<file path="src/rtl/i2cmbe_pkg.sv">
// Shared types and constants of the I2C master byte engine.
`timescale 1ns / 1ps

package i2cmbe_pkg;

    // Number of data bits in one byte transfer on the bus.
    localparam int unsigned BITS_PER_BYTE = 8;

    // Input item kinds, which double as the active operation codes.
    typedef enum logic [2:0] {
        OP_IDLE  = 3'd0,
        OP_START = 3'd1,
        OP_STOP  = 3'd2,
        OP_WRITE = 3'd3,
        OP_READ  = 3'd4
    } op_t;

    // Result status codes.
    typedef enum logic [1:0] {
        ST_BUSY     = 2'd0,
        ST_IDLE     = 2'd1,
        ST_FINISHED = 2'd2,
        ST_REFUSED  = 2'd3
    } status_t;

    // Configuration register indexes.
    localparam logic CFG_DELAY_TICKS = 1'b0;
    localparam logic CFG_LSB_FIRST   = 1'b1;

endpackage

</file>
<file path="src/rtl/i2c_master_byte_engine_core.sv">
// Top level of the I2C master byte engine: command sequencer and open-drain line control.
`timescale 1ns / 1ps

// The engine takes one item per clock cycle while the result channel does not
// stall: a start, stop, write-byte or read-byte command, or a tick that
// advances the active command by one tick of its delay phase. Each item
// yields exactly one result, passing first through the input register and
// then through the state and result registers, and a new item can be taken
// in every cycle while results keep draining. The result carries the
// open-drain pin drive after the item was applied, the status, the last
// received byte and the acknowledge flag of the last write. Configuration
// writes are taken at any time and must be done while no item is in flight.
module i2c_master_byte_engine_core
(
    input  logic       clk,
    input  logic       rst_n,
    // Configuration write port
    input  logic       cfg_we,
    input  logic       cfg_index,
    input  logic [7:0] cfg_data,
    // Input channel
    input  logic       in_valid,
    output logic       in_stall,
    input  logic [2:0] kind,
    input  logic [7:0] data_byte,
    input  logic       sda_in,
    // Result channel
    output logic       out_valid,
    input  logic       out_stall,
    output logic       scl_drive_low,
    output logic       sda_drive_low,
    output logic [1:0] status,
    output logic [7:0] rx_byte,
    output logic       no_ack
);
    import i2cmbe_pkg::*;

    // Configuration registers
    logic [7:0] delay_ticks_reg;
    logic       lsb_first_reg;

    // Input register
    logic       in_q_valid_reg;
    logic [2:0] kind_q_reg;
    logic [7:0] data_q_reg;
    logic       sda_q_reg;

    // Engine state
    op_t        op_reg,        op_next;
    logic [1:0] phase_reg,     phase_next;
    logic [3:0] bit_count_reg, bit_count_next;
    logic [7:0] delay_cnt_reg, delay_cnt_next;
    logic [7:0] shift_reg,     shift_next;
    logic       scl_low_reg,   scl_low_next;
    logic       sda_low_reg,   sda_low_next;
    logic       nack_reg,      nack_next;
    logic [7:0] rx_hold_reg,   rx_hold_next;

    // Result register
    logic       out_valid_reg;
    status_t    status_reg,    status_next;

    logic       out_ready;
    logic       fire;
    logic       in_xfer;
    logic       is_cmd;
    logic       ack_slot;
    logic [2:0] bit_idx;
    logic [7:0] limit;
    logic [7:0] delay_inc;
    logic       phase_end;
    logic       seq_done;

    // Configuration writes.
    always_ff @(posedge clk or negedge rst_n)
    begin
        if (!rst_n)
        begin
            delay_ticks_reg <= 8'd1;
            lsb_first_reg   <= 1'b0;
        end
        else if (cfg_we)
        begin
            unique case (cfg_index)
                CFG_DELAY_TICKS: delay_ticks_reg <= cfg_data;
                CFG_LSB_FIRST:   lsb_first_reg   <= cfg_data[0];
                default:         delay_ticks_reg <= delay_ticks_reg;
            endcase
        end
    end

    // Handshake: the processing step runs when the result register is free or drains.
    assign out_ready = !out_valid_reg || !out_stall;
    assign fire      = in_q_valid_reg && out_ready;
    assign in_stall  = in_q_valid_reg && !out_ready;
    assign in_xfer   = in_valid && !in_stall;

    // Input register.
    always_ff @(posedge clk or negedge rst_n)
    begin
        if (!rst_n)
        begin
            in_q_valid_reg <= 1'b0;
        end
        else if (in_xfer)
        begin
            in_q_valid_reg <= 1'b1;
        end
        else if (fire)
        begin
            in_q_valid_reg <= 1'b0;
        end
    end

    always_ff @(posedge clk)
    begin
        if (in_xfer)
        begin
            kind_q_reg <= kind;
            data_q_reg <= data_byte;
            sda_q_reg  <= sda_in;
        end
    end

    // Decode of the buffered item and the timing of the current phase.
    assign is_cmd    = (kind_q_reg >= 3'(OP_START)) && (kind_q_reg <= 3'(OP_READ));
    assign ack_slot  = bit_count_reg[3];
    assign bit_idx   = lsb_first_reg ? bit_count_reg[2:0] : ~bit_count_reg[2:0];
    assign limit     = (delay_ticks_reg == 8'd0) ? 8'd1 : delay_ticks_reg;
    assign delay_inc = delay_cnt_reg + 8'd1;
    assign phase_end = delay_inc >= limit;

    // Next state of the command sequencer.
    always_comb
    begin
        op_next        = op_reg;
        phase_next     = phase_reg;
        bit_count_next = bit_count_reg;
        delay_cnt_next = delay_cnt_reg;
        shift_next     = shift_reg;
        scl_low_next   = scl_low_reg;
        sda_low_next   = sda_low_reg;
        nack_next      = nack_reg;
        rx_hold_next   = rx_hold_reg;
        seq_done       = 1'b0;

        if (is_cmd)
        begin
            // A new command is taken only while idle.
            if (op_reg == OP_IDLE)
            begin
                op_next        = op_t'(kind_q_reg);
                phase_next     = 2'd0;
                bit_count_next = 4'd0;
                delay_cnt_next = 8'd0;
                unique case (op_t'(kind_q_reg))
                    OP_START:
                    begin
                        scl_low_next = 1'b0;
                        sda_low_next = 1'b0;
                    end
                    OP_STOP:  sda_low_next = 1'b1;
                    OP_WRITE: shift_next   = data_q_reg;
                    default:
                    begin
                        shift_next   = 8'd0;
                        sda_low_next = 1'b0;
                    end
                endcase
            end
        end
        else if (op_reg != OP_IDLE)
        begin
            delay_cnt_next = delay_inc;
            if (phase_end)
            begin
                delay_cnt_next = 8'd0;
                unique case (op_reg)
                    OP_START:
                    begin
                        if (phase_reg == 2'd0)
                        begin
                            sda_low_next = 1'b1;
                            phase_next   = 2'd1;
                        end
                        else
                        begin
                            scl_low_next = 1'b1;
                            seq_done     = 1'b1;
                        end
                    end
                    OP_STOP:
                    begin
                        if (phase_reg == 2'd0)
                        begin
                            scl_low_next = 1'b0;
                            phase_next   = 2'd1;
                        end
                        else
                        begin
                            sda_low_next = 1'b0;
                            seq_done     = 1'b1;
                        end
                    end
                    OP_WRITE, OP_READ:
                    begin
                        phase_next = phase_reg + 2'd1;
                        unique case (phase_reg)
                            2'd0:
                            begin
                                // Drive the data bit, or set up the acknowledge slot.
                                if (ack_slot)
                                    sda_low_next = (op_reg == OP_READ);
                                else if (op_reg == OP_WRITE)
                                    sda_low_next = !shift_reg[bit_idx];
                            end
                            2'd1: scl_low_next = 1'b0;
                            2'd2:
                            begin
                                // Sample SDA while SCL is high.
                                if (op_reg == OP_WRITE)
                                begin
                                    if (ack_slot)
                                        nack_next = sda_q_reg;
                                end
                                else if (!ack_slot && sda_q_reg)
                                begin
                                    shift_next[bit_idx] = 1'b1;
                                end
                            end
                            default:
                            begin
                                scl_low_next = 1'b1;
                                if (ack_slot)
                                begin
                                    if (op_reg == OP_READ)
                                        rx_hold_next = shift_reg;
                                    seq_done = 1'b1;
                                end
                                else
                                begin
                                    bit_count_next = bit_count_reg + 4'd1;
                                end
                            end
                        endcase
                    end
                    default: seq_done = 1'b1;
                endcase
                if (seq_done)
                begin
                    op_next        = OP_IDLE;
                    phase_next     = 2'd0;
                    bit_count_next = 4'd0;
                end
            end
        end
    end

    // Status of the result.
    always_comb
    begin
        if (is_cmd)
            status_next = (op_reg != OP_IDLE) ? ST_REFUSED : ST_BUSY;
        else if (op_reg == OP_IDLE)
            status_next = ST_IDLE;
        else if (seq_done)
            status_next = ST_FINISHED;
        else
            status_next = ST_BUSY;
    end

    // State and result registers advance together, once per processed item.
    always_ff @(posedge clk or negedge rst_n)
    begin
        if (!rst_n)
        begin
            op_reg        <= OP_IDLE;
            phase_reg     <= 2'd0;
            bit_count_reg <= 4'd0;
            delay_cnt_reg <= 8'd0;
            shift_reg     <= 8'd0;
            scl_low_reg   <= 1'b0;
            sda_low_reg   <= 1'b0;
            nack_reg      <= 1'b0;
            rx_hold_reg   <= 8'd0;
            status_reg    <= ST_IDLE;
            out_valid_reg <= 1'b0;
        end
        else
        begin
            if (fire)
            begin
                op_reg        <= op_next;
                phase_reg     <= phase_next;
                bit_count_reg <= bit_count_next;
                delay_cnt_reg <= delay_cnt_next;
                shift_reg     <= shift_next;
                scl_low_reg   <= scl_low_next;
                sda_low_reg   <= sda_low_next;
                nack_reg      <= nack_next;
                rx_hold_reg   <= rx_hold_next;
                status_reg    <= status_next;
            end
            if (out_ready)
                out_valid_reg <= fire;
        end
    end

    // Result outputs come straight from the state, which holds while a result waits.
    assign out_valid     = out_valid_reg;
    assign scl_drive_low = scl_low_reg;
    assign sda_drive_low = sda_low_reg;
    assign status        = status_reg;
    assign rx_byte       = rx_hold_reg;
    assign no_ack        = nack_reg;

    // An idle sequencer has its bit position cleared.
    assert property (@(posedge clk) disable iff (!rst_n)
        (op_reg == OP_IDLE) |-> (phase_reg == 2'd0 && bit_count_reg == 4'd0))
        else $error("idle sequencer holds a stale bit position");

    // The bit counter never passes the acknowledge slot.
    assert property (@(posedge clk) disable iff (!rst_n)
        bit_count_reg <= 4'(BITS_PER_BYTE))
        else $error("bit counter beyond acknowledge slot");

    // A finished status is reported only with the sequencer back in idle.
    assert property (@(posedge clk) disable iff (!rst_n)
        (out_valid_reg && status_reg == ST_FINISHED) |-> (op_reg == OP_IDLE))
        else $error("finished status while a command is active");

    // A refused command leaves the active operation in place.
    assert property (@(posedge clk) disable iff (!rst_n)
        (fire && is_cmd && op_reg != OP_IDLE) |=> (op_reg == $past(op_reg)))
        else $error("refused command altered the active operation");

    // A stalled result blocks the processing step.
    assert property (@(posedge clk) disable iff (!rst_n)
        (out_valid_reg && out_stall) |=> $stable(status_reg) && $stable(rx_hold_reg))
        else $error("result changed while stalled");

endmodule
</file>
<file path="config.mk">
export PLATFORM = sky130hd
export DESIGN_NAME = i2c_master_byte_engine_core
export DESIGN_NICKNAME = d
export VERILOG_FILES = /design/src/rtl/i2cmbe_pkg.sv /design/src/rtl/i2c_master_byte_engine_core.sv
export SDC_FILE = /design/constraint.sdc
export NUM_CORES = 1
export LEC_CHECK = 0
export BUFFER_PORTS_ARGS = -buffer_cell sky130_fd_sc_hd__buf_2
export CORE_MARGIN = 2
export CORE_UTILIZATION = 57
export DETAILED_ROUTE_END_ITERATION = 8
export HOLD_SLACK_MARGIN = 0.12
export PLACE_DENSITY = 0.78
export RECOVER_POWER = 100
export SLEW_MARGIN = 20
export SYNTH_ARGS = -nofsm -noshare
export SYNTH_HDL_FRONTEND = slang
export SYNTH_SLANG_ARGS = --single-unit
</file>
<file path="constraint.sdc">
create_clock -name clk -period 4.4 [get_ports clk]
set_clock_uncertainty 0.1 [all_clocks]
set_input_delay 0.88 -clock clk [delete_from_list [all_inputs] [get_ports clk]]
set_output_delay 0.88 -clock clk [all_outputs]
set_load 0.01 [all_outputs]
</file>
==> results of run 1 <==
routing by layer:
metal  global-route usage, %  share of wire (%)  wire (microns)
met1                   31.96                 46            3200
met2                   36.69                 47            3271
met3                   5.667                5.1             354
met4                   11.36                2.3             160
met5                       0                  0               0
area by class of cell:
class / count / area (sq um) / area share (%)
timing repair buffer: 40 / 180.2 / 4.813
tap: 75 / 93.84 / 2.507
clock buffer: 9 / 123.9 / 3.309
sequential: 61 / 1589 / 42.45
inverter: 17 / 63.81 / 1.705
multi-input combinational: 260 / 1642 / 43.85
clock inverter: 7 / 51.30 / 1.370
worst max path at each step:
stage	start	end	cells past startpoint
floorplan	delay_cnt_reg[0]	scl_drive_low	12
global placement	delay_cnt_reg[0]	sda_drive_low	10
detailed placement	delay_cnt_reg[0]	sda_drive_low	11
CTS	delay_cnt_reg[0]	sda_drive_low	11
global route	rst_n	delay_cnt_reg[2]	1
finish	delay_cnt_reg[0]	sda_drive_low	11
per-stage QoR:
step / setup slack, ps / total power [uW] / cells / instance area (sq um) / hold slack [ps]
3_3_place_gp: 1361 / 1177 / 453 / 3612 / 372.3
3_5_place_dp: 1245 / 1191 / 453 / 3612 / 376.6
5_1_grt: 902.8 / 1717 / 469 / 3744 / 420.7
6_report: 1164 / 1618 / 469 / 3744 / 384.7
2_1_floorplan: 1675 / 1078 / 351 / 3387 / 358.6
4_1_cts: 1216 / 1635 / 469 / 3787 / 386.6
cell families (layout without fill, tap and decap cells):
group                    after synthesis  after routing  synth area share (%)
AND/OR/NAND/NOR                      135            135                 19.65
flip-flops                            61             61                 46.92
XOR/XNOR                               8              8                 2.291
adder cells (fa/ha/maj)               16             16                 5.911
AO/OA/AOI/OAI                         86             86                 15.66
multiplexers                          15             15                 5.652
buffers and inverters                 30             73                 3.916
critical path, stage by stage, from the launching register on:
cell      delay, ps
dfrtp_1         420
ha_1            260
nand3_1         140
nor2_1          150
xor2_1          230
ha_1            280
a21o_1          180
a21o_1          190
a311o_1         460
nand2_1         270
a211oi_1         90
mux2_1          350
placed cells by master (no fill, tap or decap), types with 3 or more instances in the layout:
cell type  instances
o22ai_1            7
nor3_1             9
dfrtp_1           47
o22a_1             3
clkbuf_8           9
buf_2             24
nand2b_1          11
a21oi_1           15
nand2_1           56
o21a_1             4
inv_1             16
nand4_1            3
ha_1              16
xor2_1             4
nor2b_1            4
xnor2_1            4
o21ai_0           34
nand3_1           10
edfxtp_1          12
mux2_2            12
and3_1             5
nor2_1            20
a211oi_1           3
a21o_1             3
clkbuf_1          16
power by group through the flow:
| stage | clock network (uW) | registers [uW] | logic, uW |
|---|---|---|---|
| 5_1_grt | 473 | 749 | 495 |
| 6_report | 444 | 738 | 436 |
| 4_1_cts | 452 | 737 | 446 |
| 2_1_floorplan | 0 | 711 | 367 |
| 3_5_place_dp | 0 | 748 | 444 |
| 3_3_place_gp | 0 | 745 | 432 |
==> run summary, run 1 <==
Worst R2R Setup Slack = 1160 ps
Max Fanout on Critical Path = 11
Synthesized netlist cell count = 351
CTS tree = yes
Internal = 1029 uW
Yosys Warn Count = 0
Vias in the first global route = 2625
Synth Cell Area = 0.003387 sq mm
Worst-path clk slew = 70 ps
Clock Sinks = 61
Setup total negative slack = 0 ps
Final worst path period need = 3236 ps
Worst Hold Class = flip-flop to flip-flop
Seq pwr share = 45.6%
Total CTS buffers = 9
Initial core utilization = 58.24%
Slew HR = -70.47%
Sequential share of the synthesized area = 46.92%
Die Area = 0.006575 sq mm
Largest net degree at the start of global routing = 50
Synth area leader = dfrtp_1
Most frequent cells after synthesis = 54 x nand2_1, 47 x dfrtp_1, 34 x o21ai_0, 20 x nor2_1
Arr. time, crit path = 3360 ps
Clock share of power = 27.5%
Initial antenna violation count = 0
Critical Path RT = 4520 ps
RD Place Congestion = 0.8589
Remaining global-route overflow = 0
DIE WIDTH = 81.09 microns
Reg-to-Reg End = sda_drive_low
Leak pwr = 0.001693 uW
Post-route clock period utilization = 73.54%
Syn Nets = 393
Hold path endpoint = status[0]
Placed wire-length estimate = 5.028 mm
Ratio of cells with drive above 1 in the final layout = 15.99%
Global-route wire length before repair = 11.84 mm
Final hold vios = 0
Routed Antenna Nets = 0
Comb pwr share = 26.9%
Avg WL per Cell = 14.90 microns
DR pass1 iterations = 4
Violated checks = capacitance limit, slew limit
CTS resizes = 0
Die height = 81.09 microns
Post-CTS setup buffer count = 0
CP Launch Type = flip-flop
PwrDens = 432.3 mW/mm^2
Hold Path Stages = 2
Achievable Freq = 0.3090 GHz
Area growth syn-to-layout = 10.53%
DRC viols = 0
Ant diodes = 0
Worst setup EP type = flip-flop
Yosys cell types = 59
Status = finished with violations
Post-synth top area share = 34.72%
Post-synth EDFFs = 12
Total Routing Usage GR = 23.83%
Root buffer cell = clkbuf_8
Syn avg cell area = 9.650 sq um
Dominant cells by area after synthesis = dfrtp_1 35%, edfxtp_1 11%, nand2_1 6.0%
Fillcell total = 521
Worst Tran Pin Value = 2557 ps
Post-synth top flop = dfrtp_1
HP Start = status[0]
Async SR Flop Fraction = 80.33%
Reg2reg start = delay_cnt_reg[0]
Core area = 0.005816 sq mm
Reg2Reg Depth = 11
Max-cap violations = 1
Max Transition Viols Final = 50
Final setup vio count = 0
Port Buf Inserts = 40
Peak VDD IR = 318.7 uV
Final nets = 431
CTS Buffer Depth = 2
Row cnt = 28
Vias per cell = 5.712
Sw Ratio = 36.41%
Hold_buf cts = 0
H-tree level count = 3
Final Util = 64.37%
RSZ-0062 raised after global routing = no
Clk_lat worst skew = 340 ps
Critical path class = flip-flop to flip-flop
#FFs+latches synth = 61
Most frequent cell after synthesis = nand2_1
WL final = 6.986 mm
Iter 0 DRT Violations = 147
Via count = 2679
I/O pin cnt = 41
Sw power = 589.3 uW
No activity file was read; power rests on OpenSTA's default activity.
==> run 2: changes to the inputs <==
CORE_UTILIZATION = 53   (was 57)
PLACE_DENSITY = 0.77   (was 0.78)
clock period = 2.87 ns   (was 4.4 ns; I/O delays follow)
==> run summary, run 2 (synthesis results as in run 1) <==
Core area = 0.006277 sq mm (+7.9%)
CTS Buffer Depth = 2 (unchanged)
Most used cell, CP = a21o_1
Final worst path period need = 2791 ps (-445.2 ps)
Remaining global-route overflow = 0 (unchanged)
Root buffer cell = clkbuf_8
Port Buf Inserts = 40 (unchanged)
Commonest non-fill, non-tap cell in the layout = nand2_1
Largest net degree at the start of global routing = 21 (-58%)
Met1 Use GR = 29.40% (-2.6 points)
Worst Tran Pin Value = 1090 ps (-1467 ps)
HP Start = data_byte[2]
Worst setup path startpoint = delay_cnt_reg[1]
Final nets = 446 (+3.5%)
Via count = 2754 (+2.8%)
Max-cap violations = 0 (-1)
Max Transition Viols Final = 0 (-100%)
Post-route clock period utilization = 97.24% (+24 points)
Ant diodes = 0 (unchanged)
Clk_lat worst skew = 340 ps (about the same)
Slew HR = 27.31% (+98 points)
Max Fanout on Critical Path = 5 (-6)
Most frequent cells in the layout = 54 x nand2_1, 47 x dfrtp_1, 33 x o21ai_0
Die height = 83.94 microns (+3.5%)
Total power = 2726 uW (+68%)
CP Launch Type = flip-flop
DIE WIDTH = 83.94 microns (+3.5%)
Dpl cell area = 0.003697 sq mm (+2.4%)
RD Place Congestion = 0.8394 (-2.3%)
WL final = 7.465 mm (+6.9%)
H-tree level count = 3 (unchanged)
Final hold vios = 0 (unchanged)
Critical Path RT = 3000 ps (-1520 ps)
Global-route wire length before repair = 12.24 mm (+3.4%)
Iter 0 DRT Violations = 208 (+41%)
Status = finished, final reports clean
Top delay family on crit path = compound AO/OA/AOI/OAI gates
DR pass1 iterations = 4 (unchanged)
PwrDens = 688.3 mW/mm^2 (+59%)
Placed wire-length estimate = 5.407 mm (+7.5%)
Worst Hold Class = primary input to flip-flop
I/O pin cnt = 41 (unchanged)
Avg WL per Cell = 15.36 microns (+3.1%)
Row cnt = 29 (+3.6%)
Achievable Freq = 0.3583 GHz (+16%)
Vias per cell = 5.667 (-0.80%)
Area growth syn-to-layout = 16.96%
Met3 Use GR = 5.045% (-0.62 points)
Initial core utilization = 53.96% (-4.3 points)
Total Routing Usage GR = 21.96% (-1.9 points)
Clock Sinks = 61 (unchanged)
Final setup vio count = 0 (unchanged)
Worst-path clk slew = 70 ps (about the same)
Die Area = 0.007046 sq mm (+7.2%)
Critical path class = flip-flop to flip-flop
Worst setup EP type = flip-flop
Arr. time, crit path = 2920 ps (-440 ps)
Slowest stage cell on the critical path = a311o_2
Post-route cell area = 0.003961 sq mm (+5.8%)
CP Buf/Inv Count = 0 (unchanged)
Routed Antenna Nets = 0 (unchanged)
CTS tree = yes
Leak pwr = 0.001777 uW (+5.0%)
Final Util = 63.11% (-1.3 points)
Ratio of cells with drive above 1 in the final layout = 21.27% (+5.3 points)
DRC viols = 0 (unchanged)
Critical Path, Cell by Cell = ha_2 -> nand3_2 -> nor2_2 -> xor2_1 -> ha_1 -> a21o_1 -> a21o_1 -> a311o_2 -> nand2_2 -> a211oi_2 -> mux2_1
Peak VDD IR = 412.9 uV (+30%)
Met2 GRT Util = 34.69% (-2.0 points)
Vias in the first global route = 2617 (-0.30%)
CP peak stage delay = 390 ps (-70 ps)
Reg2reg start = delay_cnt_reg[1]
Initial antenna violation count = 0 (unchanged)
Total CTS buffers = 9 (unchanged)
Busiest grt layer = met2
==> run 2: layer usage <==
layer | up-vias | routed length (microns)
li1 | 1356 | -
met1 | 1317 | 3356
met2 | 70 | 3633
met3 | 11 | 378
met4 | 0 | 97
met5 | - | 0
==> run 2: per-stage QoR <==
stage	worst slack (ps)	hold WS, ps	instances	TNS (ps)
global placement	109.5	368.6	466	0
global route	-54.49	288.5	486	-459.7
detailed placement	12.39	380.7	466	0
floorplan	145.3	178.4	351	0
finish	79.25	304.8	486	0
CTS	62.13	290.7	483	0
==> run 2: final cells by class <==
class	count	area, sq um
timing repair buffer	55	290.3
multi-input combinational	260	1708
fill	523	2316
inverter	17	63.81
tap	77	96.34
clock inverter	6	86.33
sequential	61	1589
clock buffer	10	127.6
==> run 2: power by group <==
group          leakage [uW]  internal, uW  switching, uW  total (uW)
clock              0.000107           489            351         840
sequential         0.000754           999            114        1110
combinational      0.000916           315            458         773
==> run 2: what timing repair did <==
action	in CTS	in global routing
buffers inserted	0	3
hold buffers	1	0
gates resized for setup	1	12
endpoints found under the setup margin	1	17
pin swaps	0	7
endpoints found under the hold margin	10	0
==> run 2: worst reg2reg max path, stage by stage (launching register included) <==
cell and delay (ps):
dfrtp_1 380, ha_2 210, nand3_2 100, nor2_2 110, xor2_1 210, ha_1 280, a21o_1 190, a21o_1 200
a311o_2 390, nand2_2 130, a211oi_2 60, mux2_1 320
==> run 2: path summary, 6_finish.rpt <==
kind	endpoint	slack, ps	depth (start not counted)
min	data_q_reg[2]	300	1
min in group asynchronous	no_ack	700	2
max	sda_drive_low	80	11
min reg2reg	status[0]	390	2
max reg2reg	sda_drive_low	80	11
max in group asynchronous	rx_byte[1]	550	3
==> run 3: changes to the inputs <==
REMOVE_ABC_BUFFERS = 1   (was not set)
==> run summary, run 3 (synthesis results as in run 1) <==
Vias per cell = 5.622 (-0.79%)
Placed wire-length estimate = 5.388 mm (-0.35%)
Max Transition Viols Final = 29 (+29)
Largest net degree at the start of global routing = 29 (+38%)
Global-route wire length before repair = 12.33 mm (+0.74%)
Slew HR = -2.122% (-29 points)
DIE WIDTH = 83.94 microns (unchanged)
CTS tree = yes
Iter 0 DRT Violations = 139 (-33%)
Ant diodes = 0 (unchanged)
Root buffer cell = clkbuf_8
Reg2Reg Depth = 11 (unchanged)
Status = finished with violations
Dpl cell area = 0.003712 sq mm (+0.41%)
Final worst path period need = 2823 ps (+32.60 ps)
Max-cap violations = 1 (+1)
Final hold vios = 0 (unchanged)
RD Place Congestion = 0.8902 (+6.1%)
Initial antenna violation count = 0 (unchanged)
Post-route clock period utilization = 98.37% (+1.1 points)
Total CTS buffers = 9 (unchanged)
CTS Buffer Depth = 2 (unchanged)
Worst R2R Setup Slack = 50 ps (-30 ps)
Area growth syn-to-layout = 18.03%
Worst-path clk slew = 70 ps (about the same)
Most frequent cells in the layout = 53 x nand2_1, 47 x dfrtp_1, 33 x o21ai_0
Port Buf Inserts = 40 (unchanged)
Avg WL per Cell = 15.10 microns (-1.7%)
Routed Antenna Nets = 0 (unchanged)
H-tree level count = 3 (unchanged)
Critical path class = flip-flop to flip-flop
Peak VDD IR = 470.7 uV (+14%)
PwrDens = 688.9 mW/mm^2 (about the same)
DR pass1 iterations = 4 (unchanged)
Worst Hold Class = primary input to flip-flop
Row cnt = 29 (unchanged)
Initial core utilization = 53.96% (unchanged)
Worst Tran Pin Value = 1532 ps (+441.5 ps)
Via count = 2738 (-0.58%)
CP Launch Type = flip-flop
Ratio of cells with drive above 1 in the final layout = 22.68% (+1.4 points)
Die height = 83.94 microns (unchanged)
Final nets = 447 (+0.22%)
Max Fanout on Critical Path = 4 (-1)
Vias in the first global route = 2625 (+0.31%)
Critical Path RT = 3000 ps (about the same)
Commonest non-fill, non-tap cell in the layout = nand2_1
Final setup vio count = 0 (unchanged)
Worst setup EP type = flip-flop
Clock Sinks = 61 (unchanged)
Achievable Freq = 0.3542 GHz (-1.2%)
Worst setup path startpoint = delay_cnt_reg[1]
Die Area = 0.007046 sq mm (unchanged)
Total Routing Usage GR = 22.44% (+0.48 points)
Arr. time, crit path = 2950 ps (+30 ps)
Clk_lat worst skew = 340 ps (about the same)
Leak pwr = 0.001801 uW (+1.3%)
Reg2reg start = delay_cnt_reg[1]
Core area = 0.006277 sq mm (unchanged)
Final Util = 63.68% (+0.58 points)
CP endpoint = scl_drive_low
WL final = 7.354 mm (-1.5%)
I/O pin cnt = 41 (unchanged)
Reg-to-Reg End = scl_drive_low
Final WS setup = 46.64 ps (-32.60 ps)
Pre-CTS setup slack = 15.54 ps (+3.153 ps)
DRC viols = 0 (unchanged)
RSZ-0062 raised after global routing = yes
Post-route cell area = 0.003998 sq mm (+0.92%)
Violated checks = capacitance limit, slew limit
Remaining global-route overflow = 0 (unchanged)
-- run 3: final cells by class --
class | instances | area (sq um)
Timing Repair Buffer | 56 | 299.0
Multi-Input combinational cell | 260 | 1733
Clock buffer | 11 | 141.4
Inverter | 17 | 63.81
Fill cell | 537 | 2280
Sequential cell | 61 | 1589
Clock inverter | 5 | 75.07
Tap cell | 77 | 96.34
-- run 3: timing repair --
action | 4_1_cts | 5_1_grt
resized for setup | 0 | 19
hold endpoints to repair | 20 | 0
buffers inserted | 0 | 2
hold buffers | 1 | 0
setup endpoints to repair | 0 | 25
-- run 3: routing by layer --
metal	track usage (%)	up-vias	share of wire, %
li1	-	1351	-
met1	29.47	1306	45
met2	35.64	69	49
met3	5.242	12	4.7
met4	9.824	0	1.3
met5	0	-	0
-- run 3: worst max-delay path, stage by stage (launching register included) --
cell       delay [ps]
dfrtp_1           410
ha_2              210
buf_4             140
xor2_1            140
ha_1              240
nor4_2            330
o21ai_1           180
a311o_1           400
buf_6             150
nand2_4            60
a2111oi_1          50
a211o_1           290
-- run 3: report_power, final --
group          internal [uW]  switching [uW]  leakage (uW)
Sequential              1000             114      0.000754
Combinational            329             479      0.000933
Clock                    508             324      0.000113
Total                   1840             918       0.00180
-- run 3: worst min path at each step --
| stage | start | end | slack [ps] | depth (start not counted) |
|---|---|---|---|---|
| 5_1_grt | data_byte[0] | data_q_reg[0] | 290 | 1 |
| 3_3_place_gp | sda_drive_low | sda_drive_low | 370 | 1 |
| 4_1_cts | data_byte[0] | data_q_reg[0] | 290 | 1 |
| 2_1_floorplan | rst_n | bit_count_reg[0] | 180 | 0 |
| 6_report | data_byte[4] | data_q_reg[4] | 300 | 1 |
| 3_5_place_dp | sda_drive_low | sda_drive_low | 370 | 1 |
-- run 3: metrics by stage --
step | power (uW) | std cells | setup TNS [ps] | hold slack, ps
after floorplan | 1613 | 338 | 0 | 178.4
after global placement | 1846 | 468 | 0 | 370.1
after detailed placement | 1879 | 468 | 0 | 369.4
after CTS | 2723 | 485 | 0 | 288.5
after global routing | 2942 | 487 | -526.7 | 288.4
final | 2754 | 487 | 0 | 300.5
